==> src/rtl/apbt_pkg.sv <==
// Package with the shared word types, lane control and register codes of the point and box transform.
`timescale 1ns / 1ps
`default_nettype none
package apbt_pkg;

	typedef logic signed [31:0] fix_t;
	typedef logic signed [47:0] ofs_t;

	localparam int NUM_AXES = 3;
	localparam int NUM_REGS = 6;
	localparam int CFG_IDX_W = 3;

	localparam logic [1:0] MODE_POINT  = 2'd0;
	localparam logic [1:0] MODE_DIR    = 2'd1;
	localparam logic [1:0] MODE_BOX    = 2'd2;
	localparam logic [1:0] MODE_UNUSED = 2'd3;

	localparam logic [CFG_IDX_W-1:0] REG_XX_XY   = 3'd0;
	localparam logic [CFG_IDX_W-1:0] REG_XZ_YX   = 3'd1;
	localparam logic [CFG_IDX_W-1:0] REG_YY_YZ   = 3'd2;
	localparam logic [CFG_IDX_W-1:0] REG_ZX_ZY   = 3'd3;
	localparam logic [CFG_IDX_W-1:0] REG_ZZ_OX   = 3'd4;
	localparam logic [CFG_IDX_W-1:0] REG_OY_OZ   = 3'd5;

	localparam logic [63:0] REG_ONE_RESET  = 64'h0001_0000_0000_0000;
	localparam logic [63:0] REG_ZERO_RESET = 64'h0;

	typedef struct packed {
		logic [1:0]  mode;
		logic signed [31:0] first_x;
		logic signed [31:0] first_y;
		logic signed [31:0] first_z;
		logic signed [31:0] second_x;
		logic signed [31:0] second_y;
		logic signed [31:0] second_z;
	} in_word_t;

	typedef struct packed {
		logic signed [31:0] out_x;
		logic signed [31:0] out_y;
		logic signed [31:0] out_z;
		logic signed [31:0] upper_x;
		logic signed [31:0] upper_y;
		logic signed [31:0] upper_z;
	} out_word_t;

	typedef struct packed {
		logic s1;
		logic s2;
		logic s3;
		logic s4;
	} pipe_ctl_t;

	typedef struct packed {
		fix_t lo;
		fix_t hi;
	} lane_res_t;

endpackage
`default_nettype wire

==> src/rtl/apbt_merge.sv <==
// Output register that gathers the three lane results into one result word.
`timescale 1ns / 1ps
`default_nettype none
module apbt_merge (
	input  wire logic                clk,
	input  wire logic                load,
	input  wire apbt_pkg::lane_res_t lane [3],
	output apbt_pkg::out_word_t      word
);
	import apbt_pkg::*;

	out_word_t word_q;

	always_ff @(posedge clk) begin
		if (load) begin
			word_q.out_x   <= lane[0].lo;
			word_q.out_y   <= lane[1].lo;
			word_q.out_z   <= lane[2].lo;
			word_q.upper_x <= lane[0].hi;
			word_q.upper_y <= lane[1].hi;
			word_q.upper_z <= lane[2].hi;
		end
	end

	assign word = word_q;

endmodule
`default_nettype wire

==> config.mk <==
export PLATFORM = sky130hd
export DESIGN_NAME = apbt_merge
export DESIGN_NICKNAME = d
export VERILOG_FILES = /design/src/rtl/apbt_pkg.sv /design/src/rtl/apbt_merge.sv
export SDC_FILE = /design/constraint.sdc
export NUM_CORES = 1
export LEC_CHECK = 0
export BUFFER_PORTS_ARGS = -buffer_cell sky130_fd_sc_hd__buf_2
export CORE_AREA = 2 2 149 151
export CTS_CLUSTER_DIAMETER = 50
export DETAILED_ROUTE_END_ITERATION = 6
export DIE_AREA = 0 0 151 153
export MAX_ROUTING_LAYER = met4
export PLACE_DENSITY_LB_ADDON = 0.15
export SETUP_SLACK_MARGIN = 0.3
export SLEW_MARGIN = 20
export SYNTH_ARGS = -nofsm -noshare
export SYNTH_HDL_FRONTEND = slang
export SYNTH_SLANG_ARGS = --single-unit
==> constraint.sdc <==
create_clock -name clk -period 0.8 [get_ports clk]
set_input_delay 0.08 -clock clk [delete_from_list [all_inputs] [get_ports clk]]
set_output_delay 0.08 -clock clk [all_outputs]
set_load 0.02 [all_outputs]
After elaboration in Yosys (flattened, before gate mapping)
Cells that the tools add are included.

Flip-flop bits (word level): 192. Input bits: 194. Word-level logic and storage cells: 6.

Longest topological paths before layout
Word-level depth: 0. Depth in mapped cells: 0. Gate-level depth less buffers: 0.

Worst setup path before layout
Ideal clock, no wire load.

Kind: register -> output. From: reg word_q (netlist bit word[0]). To: out word[0] (netlist bit). Arrival time: 449 ps. Path slack: 271 ps. Stages on the path, launching flop included: 1. Buffers on the path: 0. Cells stage by stage: edfxtp_1.

RTL lines: from (decl) (RTL line apbt_merge.sv:12) `out_word_t word_q;`; to (decl) (RTL line apbt_merge.sv:8) `output apbt_pkg::out_word_t word`.

No word-level cell between the ends.

Worst setup path after layout
From: reg word_q (netlist bit word[95]). To: out word[95] (netlist bit).

No word-level cell between the ends.

==> run_results.csv <==
group,metric,value,unit
hold_path,worstHoldPathType,"input port to flop",
finish,filler_cell_count,1888,
synth,synth.most_common_cell,"edfxtp_1",
finish,area_growth,68.9,%
synth,synth_ff_type,"edfxtp_1",
worst_setup_path,critical_path.top_delay_family,"flip-flops",
placement,hpwl,11400,um
floorplan,die_area,23100,um2
drt,post-route-drc-count,0,
synth,postSynthCellCount,192,
cts,cts.sink_count,192,
global_routing,grt_overflow_total,0,
synth,synthTopCellsByArea,"edfxtp_1",
timing,holdWs,-0.170,ns
floorplan,initial_util,0.268,
synth,leading_cell_types_by_count_after_synthesis,"edfxtp_1",
finish,drive_gt1_frac,0.691,
worst_setup_path,cp_data_arrival_time,0.98,ns
cts,numCtsBuffers,17,
timing,rsz0062_at_grt,"true",
cts,cts_post_setup_buffers_inserted,0,
synth,synth.distinct_cells,1,
synth,synthDominantCellAreaShare,1.00,
global_routing,first_pass_grt_wire_length,21300,um
synth,syn-cell-area,5770,um2
pwr,ir_drop,0.00127,V
synth,seq_area_frac_synth,1.00,
floorplan,rows,54,
drt,drt-total-wl,15000,um
finish,largest_reg_flops,192,
placement,worst_setup_slack_post_dpl,-0.109,ns
worst_setup_path,cp_num_buf_inv,1,
drt,drt-pass1-iter-count,4,
timing,final_critical_path_setup_slack,-0.262,ns
timing,count_of_endpoints_failing_setup_in_the_final_report,192,
finish,final_net_count,808,
timing,worst_slew_pin_slew,0.244,ns
pwr,power.density_cell_area,2410,nW/um2
synth,synthesis.nets,386,
worst_setup_path,timing_worst_setup_path_type,"flop to output port",
cts,clock_path_buffers,2,
global_routing,number_of_global_route_vias_before_repair,3824,
global_routing,antenna_found_initial,3,
worst_setup_path,critPathCaptureType,"output port",
synth,syn-mean-instance-area,30.0,um2
drt,dr_wl_cell,16.4,um
floorplan,io_pins,386,
finish,multi_input_area,0,um2
cts,clk_pin_slew,0.07,ns
timing,finalHoldViolations,192,
pwr,p_leak,0.00408,uW
synth,synth-edff-count,192,
drt,routed_via_count,3529,
cts,cts_tree,"done",
finish,finalNonFillerCells,910,
drt,antenna_left,0,
timing,period_share,1.33,
worst_setup_path,slowest_stage,"edfxtp_1",
job,drv_cap,0,
drt,drtIter0Drc,127,
timing,relSlewSlack,0.837,
worst_setup_path,worst_setup_path_start_kind,"flop",
cts,cts.root.buffer_cell,"clkbuf_16",
synth,ys_warn_count,0,
synth,ys_seq_elements,192,
floorplan,floorplan.die.height,153,um
outcome,violations,"negative hold slack, negative setup slack",
timing,final_slew_viol_count,0,
floorplan,floorplan.core_area,21500,um2
worst_setup_path,critical_path_peak_fanout,1,
outcome,run_status,"finished with violations",
worst_setup_path,timing.critical_path.cells,"buf_6",
placement,routabilityCongestion,0.740,
timing,max_freq,0.942,GHz
global_routing,largest_net_degree_at_the_start_of_global_routing,29,
finish,layout_multi_input_combinational_cell_count,0,
placement,numPlacedInstances,875,
timing,final_period_minus_worst_setup_slack,1.06,ns
worst_setup_path,crit_required,0.72,ns
floorplan,fp.dieW,151,um
global_routing,grtUsageTotal,0.130,
finish,layout.core_utilization,0.453,
worst_setup_path,max_stage_delay,0.41,ns
drt,post_drt_via_cell_ratio,3.88,
synth,synthDominantAreaCellType,"edfxtp_1",
cts,cts-htree-levels,4,
placement,buffer_ports.inserted,385,
synth,synth-async-reset-ratio,0,
==> through the flow <==
step	setup TNS [ns]	power (uW)	area (um2)	hold slack, ns
3_5_place_dp	-14.90	15000	8250	0.258
5_1_grt	-53.38	24400	9740	-0.201
6_report	-42.76	23400	9740	-0.170
3_3_place_gp	-12.65	14900	8250	0.257
2_1_floorplan	0	13400	5770	0.179
4_1_cts	-49.17	23400	9260	-0.198
==> cell usage in the layout (no fill, tap or decap), drive strengths merged <==
master,instances
clkinv,8
edfxtp,192
inv,4
buf,402
clkinvlp,3
diode,3
clkbuf,18
==> metal layers <==
layer  GRT usage  wire length, um
met3      0.0597             1800
met4      0.0423              153
met2       0.222             7820
met5           -                0
met1       0.130             5190
==> timing repair <==
action / in CTS / in global routing
setup endpoints to repair: 192 / 192
resized for setup: 144 / 154
endpoints found under the hold margin: 192 / 192
==> power by group <==
part           leakage (uW)  total [uW]  switching [uW]  internal, uW
sequential          0.00188       12300             315         12000
clock              0.000263        7920            3840          4080
combinational       0.00194        3240            1650          1590
==> layout make-up <==
type	instances	area, um2	share of cell area
clock inverters	15	133	0.0136
well taps	280	350	0.0360
flip-flops and latches	192	5770	0.592
repair buffers	403	3060	0.314
diodes	3	7.51	0.000771
clock buffers	17	425	0.0437
==> kinds of logic after synthesis <==
logic type  after synthesis  synth area share
flip-flops              192              1.00
==> path summary, 6_finish.rpt <==
check	start	to	slack [ns]	depth (start not counted)
worst min-delay path	lane[49]	word[113]	-0.17	1
worst max-delay path	word[95]	word[95]	-0.26	1
Power figures use the tool's default switching activity.
